File: src/hw/rtl/aes_pkg.sv
`timescale 1ns / 1ps

package aes_pkg;

  // field widths
  localparam int unsigned LevelW  = 8;
  localparam int unsigned SpeedW  = 8;
  localparam int unsigned ExpW    = 16;
  localparam int unsigned GainW   = 10;
  localparam int unsigned StepW   = LevelW + SpeedW;
  localparam int unsigned DeltaGW = 13;
  localparam int unsigned CfgIdxW = 3;
  localparam int unsigned CfgDatW = 16;
  localparam int unsigned InTdataW  = 8;
  localparam int unsigned OutTdataW = 32;

  // reset values of registers and state
  localparam logic [LevelW-1:0] TargetReset   = 8'd128;
  localparam logic [SpeedW-1:0] SpeedDefault  = 8'd5;
  localparam logic [ExpW-1:0]   ExpFloorReset = 16'd0;
  localparam logic [ExpW-1:0]   ExpCeilReset  = 16'hFFFF;
  localparam logic [GainW-1:0]  GainFloorReset = 10'd0;
  localparam logic [GainW-1:0]  GainCeilReset  = 10'h3FF;
  localparam logic [ExpW-1:0]   ExpStart      = 16'd1000;
  localparam logic [GainW-1:0]  GainStart     = 10'h080;

  // reciprocal of ten, exact for every 16-bit dividend
  localparam logic [16:0] RecipTen   = 17'd52429;
  localparam int unsigned RecipShift = 19;

  // configuration register indexes
  typedef enum logic [CfgIdxW-1:0] {
    REG_TARGET     = 3'd0,
    REG_SPEED      = 3'd1,
    REG_EXP_FLOOR  = 3'd2,
    REG_EXP_CEIL   = 3'd3,
    REG_GAIN_FLOOR = 3'd4,
    REG_GAIN_CEIL  = 3'd5
  } aes_reg_e;

  // direction of the correction
  typedef enum logic [1:0] {
    DIR_HOLD = 2'd0,
    DIR_UP   = 2'd1,
    DIR_DOWN = 2'd2
  } aes_dir_e;

  // limits seen by the update logic
  typedef struct packed {
    logic [ExpW-1:0]  exp_floor;
    logic [ExpW-1:0]  exp_ceil;
    logic [GainW-1:0] gain_floor;
    logic [GainW-1:0] gain_ceil;
  } aes_lim_t;

  // one registered step request
  typedef struct packed {
    aes_dir_e         dir;
    logic [StepW-1:0] step;
  } aes_req_t;

endpackage

File: src/hw/rtl/aes_update.sv
`timescale 1ns / 1ps

module aes_update import aes_pkg::*; (
  input  aes_lim_t         lim_i,
  input  aes_req_t         req_i,
  input  logic [ExpW-1:0]  cur_exp_i,
  input  logic [GainW-1:0] cur_gain_i,
  output logic [ExpW-1:0]  new_exp_o,
  output logic [GainW-1:0] new_gain_o
);

  logic [StepW+16:0]   prod;
  logic [DeltaGW-1:0]  dgain;
  logic [ExpW:0]       exp_sum;
  logic [DeltaGW:0]    gain_sum;
  logic [GainW-1:0]    gain_gap;
  logic [ExpW-1:0]     exp_gap;
  logic [ExpW-1:0]     exp_mid;
  logic [GainW-1:0]    gain_mid;

  // gain step is step / 10 by reciprocal multiply
  assign prod  = {1'b0, req_i.step} * {{StepW{1'b0}}, RecipTen};
  assign dgain = prod[RecipShift +: DeltaGW];

  // proportional step
  always_comb begin
    exp_mid  = cur_exp_i;
    gain_mid = cur_gain_i;
    exp_sum  = {1'b0, cur_exp_i} + {1'b0, req_i.step};
    gain_sum = {{(DeltaGW+1-GainW){1'b0}}, cur_gain_i} + {1'b0, dgain};
    gain_gap = cur_gain_i - lim_i.gain_floor;
    exp_gap  = cur_exp_i - lim_i.exp_floor;
    case (req_i.dir)
      DIR_UP: begin
        if (exp_sum > {1'b0, lim_i.exp_ceil}) begin
          exp_mid = lim_i.exp_ceil;
          if (gain_sum > {{(DeltaGW+1-GainW){1'b0}}, lim_i.gain_ceil}) begin
            gain_mid = lim_i.gain_ceil;
          end else begin
            gain_mid = gain_sum[GainW-1:0];
          end
        end else begin
          exp_mid = exp_sum[ExpW-1:0];
        end
      end
      DIR_DOWN: begin
        // gain gives way first
        if (cur_gain_i > lim_i.gain_floor) begin
          if (dgain > {{(DeltaGW-GainW){1'b0}}, gain_gap}) begin
            gain_mid = lim_i.gain_floor;
          end else begin
            gain_mid = cur_gain_i - dgain[GainW-1:0];
          end
        end
        // exposure falls once gain is at its floor
        if ((gain_mid <= lim_i.gain_floor) && (cur_exp_i > lim_i.exp_floor)) begin
          if (req_i.step > exp_gap) begin
            exp_mid = lim_i.exp_floor;
          end else begin
            exp_mid = cur_exp_i - req_i.step;
          end
        end
      end
      default: begin
        exp_mid  = cur_exp_i;
        gain_mid = cur_gain_i;
      end
    endcase
  end

  // final clamp, ceiling applied last
  always_comb begin
    new_exp_o = exp_mid;
    if (new_exp_o < lim_i.exp_floor) new_exp_o = lim_i.exp_floor;
    if (new_exp_o > lim_i.exp_ceil) new_exp_o = lim_i.exp_ceil;
    new_gain_o = gain_mid;
    if (new_gain_o < lim_i.gain_floor) new_gain_o = lim_i.gain_floor;
    if (new_gain_o > lim_i.gain_ceil) new_gain_o = lim_i.gain_ceil;
  end

endmodule

File: src/hw/rtl/auto_exposure_step_core.sv
`timescale 1ns / 1ps

// channel    direction  transaction carries
// s_axis     in         tdata[7:0] measured_level
// m_axis     out        tdata[15:0] new_exposure, tdata[25:16] new_analog_gain
// cfg        in         cfg_index_i register index, cfg_data_i write data
//
// one item per cycle sustained while m_axis is ready; a transaction is held in the input stage, then in the result
// the 8x8 step product is registered on input, the update logic sits between
// that register and the exposure/gain register, which is also the result
// reset: exposure 1000, gain 128, registers at their defaults, nothing pending
// a stalled result holds the input stage; the config port is always ready

module auto_exposure_step_core import aes_pkg::*; (
  input  logic                 clk_i,
  input  logic                 rst_ni,
  input  logic                 s_axis_tvalid_i,
  output logic                 s_axis_tready_o,
  input  logic [InTdataW-1:0]  s_axis_tdata_i,   // [7:0] measured_level
  output logic                 m_axis_tvalid_o,
  input  logic                 m_axis_tready_i,
  output logic [OutTdataW-1:0] m_axis_tdata_o,   // [15:0] new_exposure, [25:16] new_analog_gain
  input  logic                 cfg_valid_i,
  output logic                 cfg_ready_o,
  input  logic [CfgIdxW-1:0]   cfg_index_i,
  input  logic [CfgDatW-1:0]   cfg_data_i
);

  logic [LevelW-1:0] target_q;
  logic [SpeedW-1:0] speed_q;
  aes_lim_t          lim_q;
  aes_req_t          req_q, req_d;
  logic              in_vld_q;
  logic              out_vld_q;
  logic [ExpW-1:0]   exp_q, exp_d;
  logic [GainW-1:0]  gain_q, gain_d;
  logic [SpeedW-1:0] speed_eff;
  logic [LevelW-1:0] err_mag;
  logic              in_fire;
  logic              advance;

  // configuration writes
  assign cfg_ready_o = 1'b1;

  always_ff @(posedge clk_i or negedge rst_ni) begin
    if (!rst_ni) begin
      target_q         <= TargetReset;
      speed_q          <= SpeedDefault;
      lim_q.exp_floor  <= ExpFloorReset;
      lim_q.exp_ceil   <= ExpCeilReset;
      lim_q.gain_floor <= GainFloorReset;
      lim_q.gain_ceil  <= GainCeilReset;
    end else if (cfg_valid_i) begin
      unique case (cfg_index_i)
        REG_TARGET:     target_q         <= cfg_data_i[LevelW-1:0];
        REG_SPEED:      speed_q          <= cfg_data_i[SpeedW-1:0];
        REG_EXP_FLOOR:  lim_q.exp_floor  <= cfg_data_i[ExpW-1:0];
        REG_EXP_CEIL:   lim_q.exp_ceil   <= cfg_data_i[ExpW-1:0];
        REG_GAIN_FLOOR: lim_q.gain_floor <= cfg_data_i[GainW-1:0];
        REG_GAIN_CEIL:  lim_q.gain_ceil  <= cfg_data_i[GainW-1:0];
        default: ;
      endcase
    end
  end

  // handshake between the two stages
  assign advance         = in_vld_q && (!out_vld_q || m_axis_tready_i);
  assign s_axis_tready_o = !in_vld_q || advance;
  assign in_fire         = s_axis_tvalid_i && s_axis_tready_o;

  // error magnitude, direction and step product
  always_comb begin
    speed_eff = (speed_q == '0) ? SpeedDefault : speed_q;
    if (target_q > s_axis_tdata_i[LevelW-1:0]) begin
      req_d.dir = DIR_UP;
      err_mag   = target_q - s_axis_tdata_i[LevelW-1:0];
    end else if (target_q < s_axis_tdata_i[LevelW-1:0]) begin
      req_d.dir = DIR_DOWN;
      err_mag   = s_axis_tdata_i[LevelW-1:0] - target_q;
    end else begin
      req_d.dir = DIR_HOLD;
      err_mag   = '0;
    end
    req_d.step = {{SpeedW{1'b0}}, err_mag} * {{LevelW{1'b0}}, speed_eff};
  end

  // input stage
  always_ff @(posedge clk_i or negedge rst_ni) begin
    if (!rst_ni) begin
      in_vld_q <= 1'b0;
    end else if (s_axis_tready_o) begin
      in_vld_q <= s_axis_tvalid_i;
    end
  end

  always_ff @(posedge clk_i) begin
    if (in_fire) begin
      req_q <= req_d;
    end
  end

  // update logic
  aes_update u_update (
    .lim_i      (lim_q),
    .req_i      (req_q),
    .cur_exp_i  (exp_q),
    .cur_gain_i (gain_q),
    .new_exp_o  (exp_d),
    .new_gain_o (gain_d)
  );

  // exposure and gain state, doubling as the result register
  always_ff @(posedge clk_i or negedge rst_ni) begin
    if (!rst_ni) begin
      out_vld_q <= 1'b0;
      exp_q     <= ExpStart;
      gain_q    <= GainStart;
    end else begin
      if (advance) begin
        out_vld_q <= 1'b1;
        exp_q     <= exp_d;
        gain_q    <= gain_d;
      end else if (m_axis_tready_i) begin
        out_vld_q <= 1'b0;
      end
    end
  end

  assign m_axis_tvalid_o = out_vld_q;
  assign m_axis_tdata_o  = {{(OutTdataW-GainW-ExpW){1'b0}}, gain_q, exp_q};

  // checks
  a_accept_fills: assert property (@(posedge clk_i) disable iff (!rst_ni)
    in_fire |=> in_vld_q)
    else $error("accepted transaction not held in input stage");

  a_advance_shows: assert property (@(posedge clk_i) disable iff (!rst_ni)
    advance |=> m_axis_tvalid_o)
    else $error("update did not present a result");

  a_exp_capped: assert property (@(posedge clk_i) disable iff (!rst_ni)
    advance |=> (exp_q <= $past(lim_q.exp_ceil)))
    else $error("exposure above ceiling after update");

  a_gain_capped: assert property (@(posedge clk_i) disable iff (!rst_ni)
    advance |=> (gain_q <= $past(lim_q.gain_ceil)))
    else $error("gain above ceiling after update");

endmodule
File: config.mk
export PLATFORM = sky130hd
export DESIGN_NAME = auto_exposure_step_core
export DESIGN_NICKNAME = d
export VERILOG_FILES = /design/src/hw/rtl/aes_pkg.sv /design/src/hw/rtl/aes_update.sv /design/src/hw/rtl/auto_exposure_step_core.sv
export SDC_FILE = /design/constraint.sdc
export NUM_CORES = 1
export LEC_CHECK = 0
export ABC_AREA = 1
export BUFFER_PORTS_ARGS = -buffer_cell sky130_fd_sc_hd__buf_2
export CORE_ASPECT_RATIO = 0.5
export CORE_MARGIN = 5
export CORE_UTILIZATION = 40
export CTS_CLUSTER_SIZE = 20
export DETAILED_ROUTE_END_ITERATION = 12
export RECOVER_POWER = 50
export SLEW_MARGIN = 25
export SYNTH_ARGS = -nofsm -noshare
export SYNTH_HDL_FRONTEND = slang
export SYNTH_SLANG_ARGS = --single-unit
File: constraint.sdc
create_clock -name clk_i -period 35 [get_ports clk_i]
set_clock_uncertainty 0.05 [all_clocks]
set_input_delay 0 -clock clk_i [delete_from_list [all_inputs] [get_ports clk_i]]
set_output_delay 0 -clock clk_i [all_outputs]
set_load 0.01 [all_outputs]
==> results of run 1 <==
-- critical path, delay by kind of cell, from the launching register on --
family                     cells  cell delay, ns
AOI/OAI and AO/OA             19            3.42
xor gates and xnor gates       1            0.20
adders and majority gates     11            4.57
buffers and inverters         11            1.14
DFF                            1            0.56
and+or+nand+nor               29            3.06
-- state kept, by name (all words and copies together), names as in the netlist --
name / count
in_vld_q: 1
m_axis_tvalid_o: 1
gain_q: 10
exp_q: 16
speed_q: 8
lim_q: 52
target_q: 8
req_q: 18
-- per-stage QoR --
| stage | area (um^2) | util, % | setup slack (ns) | hold WS (ns) |
|---|---|---|---|---|
| final | 21500 | 43.9 | 21.83 | 0.0197 |
| after global routing | 21500 | 43.9 | 20.48 | 0.0251 |
| after CTS | 21500 | 44.0 | 21.61 | 0.00151 |
| after detailed placement | 20800 | 42.5 | 21.63 | -0.0693 |
| after global placement | 20800 | 42.5 | 21.93 | -0.0733 |
| after floorplan | 20000 | - | 23.83 | -0.346 |
-- cell usage in the layout (no fill, tap or decap), types with 28 or more instances in the layout --
master	synthesis	layout
sky130_fd_sc_hd__dfstp_2	36	29
sky130_fd_sc_hd__dfrtp_1	60	60
sky130_fd_sc_hd__a21oi_1	147	147
sky130_fd_sc_hd__inv_1	538	538
sky130_fd_sc_hd__o211ai_1	38	38
sky130_fd_sc_hd__a31oi_1	28	28
sky130_fd_sc_hd__nor2_1	159	159
sky130_fd_sc_hd__o21ai_0	178	178
sky130_fd_sc_hd__xor2_1	67	67
sky130_fd_sc_hd__buf_2	8	35
sky130_fd_sc_hd__ha_1	371	370
sky130_fd_sc_hd__fa_1	124	124
sky130_fd_sc_hd__nand3_1	124	124
sky130_fd_sc_hd__nand2_1	586	585
-- worst paths after layout --
path,slack [ns],from,endpoint,cells after the start
setup / recovery,21.83,req_q[9]$_DFFE_PP_,exp_q[13]$_DFFE_PN0P_,71
hold / removal,0.02,cfg_data_i[0],target_q[0]$_DFFE_PN0P_,3
setup reg to reg,21.83,req_q[9]$_DFFE_PP_,exp_q[13]$_DFFE_PN0P_,71
hold reg to reg,0.45,target_q[7]$_DFFE_PN1P_,target_q[7]$_DFFE_PN1P_,2
max in group asynchronous,32.38,rst_ni,target_q[3]$_DFFE_PN0P_,4
min in group asynchronous,0.94,rst_ni,m_axis_tvalid_o$_DFFE_PN0P_,3
-- logic make-up after synthesis --
kind of cell,after synthesis,share of synthesized area [%]
other cells,2,0.0376
flops,114,15.0
xor+xnor,92,4.04
compound gates,470,13.5
simple gates,947,19.8
fa+ha+maj,495,35.7
buf+inv,616,12.0
-- synthesized netlist by cell type, types with 5 or more instances --
master / count / area [um^2]
sky130_fd_sc_hd__o21bai_1: 19 / 143
sky130_fd_sc_hd__a21o_1: 13 / 97.6
sky130_fd_sc_hd__nor2_1: 159 / 597
sky130_fd_sc_hd__nand2_1: 586 / 2200
sky130_fd_sc_hd__nor3_1: 15 / 75.1
sky130_fd_sc_hd__inv_2: 8 / 30.0
sky130_fd_sc_hd__o211ai_1: 38 / 285
sky130_fd_sc_hd__nand3_1: 124 / 621
sky130_fd_sc_hd__nand4_1: 19 / 119
sky130_fd_sc_hd__buf_4: 10 / 75.1
sky130_fd_sc_hd__edfxtp_1: 18 / 541
sky130_fd_sc_hd__a31oi_1: 28 / 175
sky130_fd_sc_hd__buf_2: 8 / 40.0
sky130_fd_sc_hd__xor2_1: 67 / 587
sky130_fd_sc_hd__dfrtp_1: 60 / 1500
sky130_fd_sc_hd__dfstp_2: 36 / 946
sky130_fd_sc_hd__clkbuf_1: 43 / 161
sky130_fd_sc_hd__a211oi_1: 12 / 90.1
sky130_fd_sc_hd__xnor2_1: 25 / 219
sky130_fd_sc_hd__o21ai_0: 178 / 891
sky130_fd_sc_hd__nand2_2: 14 / 87.6
sky130_fd_sc_hd__o21a_1: 10 / 75.1
sky130_fd_sc_hd__a21oi_1: 147 / 736
sky130_fd_sc_hd__o31ai_1: 5 / 37.5
sky130_fd_sc_hd__ha_1: 371 / 4640
sky130_fd_sc_hd__inv_1: 538 / 2020
sky130_fd_sc_hd__fa_1: 124 / 2480
-- area by class of cell --
class / count / area [um^2] / share of cell area [%]
inverter: 548 / 2060 / 9.57
clock buffer: 18 / 439 / 2.04
sequential: 114 / 2990 / 13.9
clock inverter: 14 / 128 / 0.594
tap: 649 / 812 / 3.78
timing repair buffer: 79 / 454 / 2.11
multi-input combinational: 2011 / 14600 / 68.0
-- routing by layer --
| metal | vias up | wire length, um | part of all wire, % | track usage (%) |
|---|---|---|---|---|
| li1 | 8881 | - | - | - |
| met1 | 8330 | 29100 | 49 | 31.1 |
| met2 | 441 | 26600 | 45 | 35.3 |
| met3 | 67 | 2640 | 4.4 | 1.74 |
| met4 | 0 | 1040 | 1.8 | 4.56 |
| met5 | - | 0 | 0 | 0 |
==> results_tabular.tex, run 1 <==
\begin{tabular}{lr}
\hline
Metric & Value \\
\hline
\multicolumn{2}{l}{\textbf{Route}} \\
Detailed-route wire length per cell & 17.3 um \\
Detail Route Antenna Nets & 0 \\
Vias & around 18000 \\
DRC violation count after routing & 0 \\
Post-detailed-routing wire length & a little under 60000 um \\
Iter 0 DRT Violations & 1500 \\
Via-to-Cell Ratio & 5.16 \\
Number of detailed-routing iterations run before antenna repair & 6 \\
\multicolumn{2}{l}{\textbf{Yosys}} \\
Post-synth top flop & sky130\_fd\_sc\_hd\_\_dfrtp\_1 \\
Number of flip-flops and latches in the synthesized netlist & roughly 110 \\
Unique cell type count in the Yosys netlist & 57 \\
Proportion of synthesized flip-flops having asynchronous set or reset & a little over four fifths \\
EDFF count, synth & 18 \\
Post-Syn Area & about 20000 um\^{}2 \\
Post-Syn Instances & around 2700 \\
Count of synthesis-stage warnings from yosys & 0 \\
Syn Area/Cell & 7.29 um\^{}2 \\
Share of the yosys chip area belonging to registers & 15.0\% \\
\multicolumn{2}{l}{\textbf{Outcome}} \\
Outcome & finished, violations left \\
Failing checks & capacitance limit, slew limit \\
\multicolumn{2}{l}{\textbf{Placement}} \\
Instance count after placement with tap cells included & $\sim$3400 \\
HPWL after detailed placement & 49700 um \\
Gpl congestion & 0.900 \\
Port Buf Inserts & 59 \\
\multicolumn{2}{l}{\textbf{Clock network}} \\
Clock Latency Late Sink & between 0.4 and 0.5 ns \\
H-tree depth & 4 \\
Clock Pin Slew Worst Setup and Hold Paths & about 0.070 ns \\
Count of hold-fix buffers inserted at cts & 17 \\
Clock net sink count & approximately 110 \\
TritonCTS clock tree & done \\
Inserted Clock Buffers & 17 \\
Clock root buffer master & sky130\_fd\_sc\_hd\_\_clkbuf\_16 \\
PostCTS Resize Cnt & 0 \\
Setup bufs post-CTS & 0 \\
Number of buffers between clock root and the deepest sink & 2 \\
\multicolumn{2}{l}{\textbf{Die}} \\
Floorplan die height & around 170 um \\
Overall die area & around 55000 um\^{}2 \\
Die outline width & around 330 um \\
Core footprint & roughly 49000 um\^{}2 \\
Starting density of the core & just over 40\% \\
I/O pin count & 67 \\
Std cell rows & 57 \\
\multicolumn{2}{l}{\textbf{GRT}} \\
Overall fraction of global-route tracks in use & about 21\% \\
Gr ovfl total & 0 \\
Vias in the first global route & 17091 \\
Number of antenna violations at the first check in global routing & 1 \\
Maximum number of pins on one net before global-route repair & between 60 and 70 \\
Wire length of the first global-routing pass & around 94000 um \\
\multicolumn{2}{l}{\textbf{Timing}} \\
Number of hold violations in the final report & 0 \\
Setup violators final & 0 \\
Clock period minus worst slack & 13.17 ns \\
Final slew viol count & 28 \\
Total Negative Setup Slacks & 0 ns \\
Fmax achieved & roughly 76 MHz \\
Final period utilization & 37.6\% \\
Normalized max-slew margin & -4.09\% \\
RSZ-0062 raised after global routing & false \\
Worst-margin pin slew & 1.56 ns \\
\multicolumn{2}{l}{\textbf{Worst setup path}} \\
Worst path arrival time & about 13 ns \\
Slowest CP cell & sky130\_fd\_sc\_hd\_\_edfxtp\_1 \\
Req. time, crit path & $\sim$35 ns \\
Most used cell, CP & sky130\_fd\_sc\_hd\_\_nand2\_1 \\
Category of the worst setup path launch point & flop \\
Longest individual stage delay on the worst path & between 0.5 and 0.6 ns \\
Critical setup path kind & flop to flop \\
Setup crit end kind & flop \\
Largest fanout on the critical path & 32 \\
\multicolumn{2}{l}{\textbf{Cells and area}} \\
Total of fill cells in the finished design & 5035 \\
Final Non-Filler Cells & 3433 \\
Number of nets in the finished design & $\sim$3300 \\
Layout cell share with drive strength beyond 1 & under 10\% \\
Layout overhead on the synthesized area & 7.66\% \\
Antenna cell count & 0 \\
\multicolumn{2}{l}{\textbf{Run}} \\
Max Cap Viol & 1 \\
\multicolumn{2}{l}{\textbf{Hold path}} \\
Hold WC Path Type & input port to flop \\
\hline
\end{tabular}
Power of run 1 is left out: the tool's default activity adds up to more than one toggle a clock period on the data nets, which glitch-free logic cannot reach.
==> run 2, diff against run 1 <==
==> constraint.sdc (replaced) <==
create_clock -name clk_i -period 10.7 [get_ports clk_i]
set_clock_uncertainty 0.05 [all_clocks]
set_input_delay 0 -clock clk_i [delete_from_list [all_inputs] [get_ports clk_i]]
set_output_delay 0 -clock clk_i [all_outputs]
set_load 0.01 [all_outputs]
==> results_tabular.tex, run 2 (synthesis results as in run 1) <==
\begin{tabular}{lr}
\hline
Metric & Value \\
\hline
\multicolumn{2}{l}{\textbf{Timing}} \\
Final period utilization & 107\% (+69 points) \\
Normalized max-slew margin & -59.5\% (-55 points) \\
Setup violators final & 26 (+26) \\
Crit path setup slack, layout & -0.713 ns (-22.54 ns) \\
Number of hold violations in the final report & 0 (unchanged) \\
Final slew viol count & 46 (+64\%) \\
Total Negative Setup Slacks & -17.49 ns (-17.49 ns) \\
Post-route worst hold slack & 0.0183 ns (-0.00134 ns) \\
Fmax achieved & 87.6 MHz (+15\%) \\
RSZ-0062 raised after global routing & true \\
Worst-margin pin slew & 2.39 ns (+0.832 ns) \\
Clock period minus worst slack & 11.41 ns (-1.76 ns) \\
\multicolumn{2}{l}{\textbf{Die}} \\
Core footprint & 48900 um\^{}2 (unchanged) \\
Std cell rows & 57 (unchanged) \\
Floorplan die height & 168 um (unchanged) \\
I/O pin count & 67 (unchanged) \\
Starting density of the core & 40.8\% (unchanged) \\
Die outline width & 326 um (unchanged) \\
Overall die area & 54700 um\^{}2 (unchanged) \\
\multicolumn{2}{l}{\textbf{Clock network}} \\
Clock Pin Slew Worst Setup and Hold Paths & 0.06 ns (about the same) \\
H-tree depth & 4 (unchanged) \\
Clock net sink count & 114 (unchanged) \\
Clock Latency Late Sink & 0.43 ns (-0.02 ns) \\
Number of buffers between clock root and the deepest sink & 2 (unchanged) \\
Clock root buffer master & sky130\_fd\_sc\_hd\_\_clkbuf\_16 \\
Inserted Clock Buffers & 17 (unchanged) \\
TritonCTS clock tree & done \\
\multicolumn{2}{l}{\textbf{Worst setup path}} \\
Count of buffering cells on the critical path with inverters included & 37 (+26) \\
Largest fanout on the critical path & 8 (-75\%) \\
Setup crit end kind & flop \\
Most used cell, CP & sky130\_fd\_sc\_hd\_\_buf\_4 \\
Worst path arrival time & 11.69 ns (-1.76 ns) \\
Slowest CP cell & sky130\_fd\_sc\_hd\_\_fa\_1 \\
Req. time, crit path & 10.98 ns (-24.29 ns) \\
Critical setup path kind & flop to flop \\
CP delay by family, top & buffers and inverters \\
Category of the worst setup path launch point & flop \\
Longest individual stage delay on the worst path & 0.58 ns (+0.02 ns) \\
\multicolumn{2}{l}{\textbf{Cells and area}} \\
Area occupied by multi-input gates & 15900 um\^{}2 (+8.7\%) \\
Most frequent cells in the layout & sky130\_fd\_sc\_hd\_\_nand2\_1, sky130\_fd\_sc\_hd\_\_inv\_1, sky130\_fd\_sc\_hd\_\_buf\_4, sky130\_fd\_sc\_hd\_\_ha\_1, sky130\_fd\_sc\_hd\_\_nor2\_1 \\
Layout overhead on the synthesized area & 29.4\% \\
Largest register FFs & 52 (unchanged) \\
Largest regs & lim\_q (52), req\_q (18), exp\_q (16) \\
Total of fill cells in the finished design & 4736 (-5.9\%) \\
Sequential cell area & 2990 um\^{}2 (unchanged) \\
Commonest non-fill, non-tap cell in the layout & sky130\_fd\_sc\_hd\_\_nand2\_1 \\
Largest reg by FF count & lim\_q \\
Number of nets in the finished design & 3672 (+11\%) \\
Layout cell share with drive strength beyond 1 & 23.1\% (+18 points) \\
\multicolumn{2}{l}{\textbf{Placement}} \\
Gpl congestion & 0.938 (+4.2\%) \\
HPWL after detailed placement & 51800 um (+4.2\%) \\
Port Buf Inserts & 59 (unchanged) \\
\multicolumn{2}{l}{\textbf{GRT}} \\
Wire length of the first global-routing pass & 101000 um (+7.1\%) \\
Number of antenna violations at the first check in global routing & 3 (+2) \\
Vias in the first global route & 18718 (+9.5\%) \\
Maximum number of pins on one net before global-route repair & 53 (-18\%) \\
Overall fraction of global-route tracks in use & 23.0\% (+1.5 points) \\
Gr ovfl total & 0 (unchanged) \\
\multicolumn{2}{l}{\textbf{Route}} \\
Iter 0 DRT Violations & 1593 (+6.2\%) \\
Post-detailed-routing wire length & 65400 um (+10\%) \\
Detailed-route wire length per cell & 17.2 um (-0.62\%) \\
Number of detailed-routing iterations run before antenna repair & 5 (-1) \\
DRC violation count after routing & 0 (unchanged) \\
Detail Route Antenna Nets & 0 (unchanged) \\
Via-to-Cell Ratio & 5.09 (-1.4\%) \\
Vias & 19381 (+9.4\%) \\
\multicolumn{2}{l}{\textbf{Hold path}} \\
Hold WC Path Type & input port to flop \\
\multicolumn{2}{l}{\textbf{Outcome}} \\
Failing checks & capacitance limit, slew limit, setup timing \\
Outcome & finished, violations left \\
\multicolumn{2}{l}{\textbf{Run}} \\
Max Cap Viol & 1 (unchanged) \\
\hline
\end{tabular}
run 2: worst paths after layout:
kind,start,slack [ns],cells after the start,to
min in group asynchronous,rst_ni,0.81,2,lim_q[51]$_DFFE_PN0P_
hold reg to reg,target_q[7]$_DFFE_PN1P_,0.45,2,target_q[7]$_DFFE_PN1P_
max in group asynchronous,rst_ni,8.07,3,exp_q[2]$_DFFE_PN0P_
setup / recovery,req_q[8]$_DFFE_PP_,-0.71,71,gain_q[6]$_DFFE_PN0P_
hold / removal,cfg_data_i[1],0.02,3,target_q[1]$_DFFE_PN0P_
setup reg to reg,req_q[8]$_DFFE_PP_,-0.71,71,gain_q[6]$_DFFE_PN0P_
run 2: what timing repair did:
item / 4_1_cts / 5_1_grt
endpoints found under the setup margin: 26 / 26
pin swaps: 76 / 101
hold endpoints to repair: 68 / 0
setup buffers: 68 / 18
hold buffers: 14 / 0
cloned: 4 / 1
resized for setup: 127 / 173
run 2: metrics by stage:
step | util [%] | cells | setup WS (ns) | cell area (um^2)
3_3_place_gp | 47.1 | 3675 | -0.954 | 23100
4_1_cts | 51.1 | 3793 | -0.560 | 25000
6_report | 52.8 | 3808 | -0.713 | 25800
5_1_grt | 52.8 | 3807 | -1.35 | 25800
2_1_floorplan | - | 2741 | 0.00769 | 20100
3_5_place_dp | 47.1 | 3675 | -1.20 | 23100
run 2: final cells by class:
type / count / share of cell area, %
inverters: 548 / 8.06
multi-input cells: 2012 / 61.5
repair buffers: 452 / 13.4
flip-flops and latches: 114 / 11.6
diodes: 1 / 0.00969
clock inverters: 13 / 0.654
well taps: 649 / 3.14
clock buffers: 19 / 1.76
run 2: worst min-delay path: cells and delay by family:
family / cells / cell delay, ns
AOI/OAI and AO/OA: 1 / 0.21
buffers and inverters: 2 / 0.25
run 2: layer usage:
metal,up-vias,share of wire [%],track usage [%]
li1,9627,-,-
met1,9191,47,32.4
met2,459,45,38.1
met3,102,4.9,2.64
met4,2,2.3,5.26
met5,-,0.031,0
Power of run 2 is left out for the same reason.
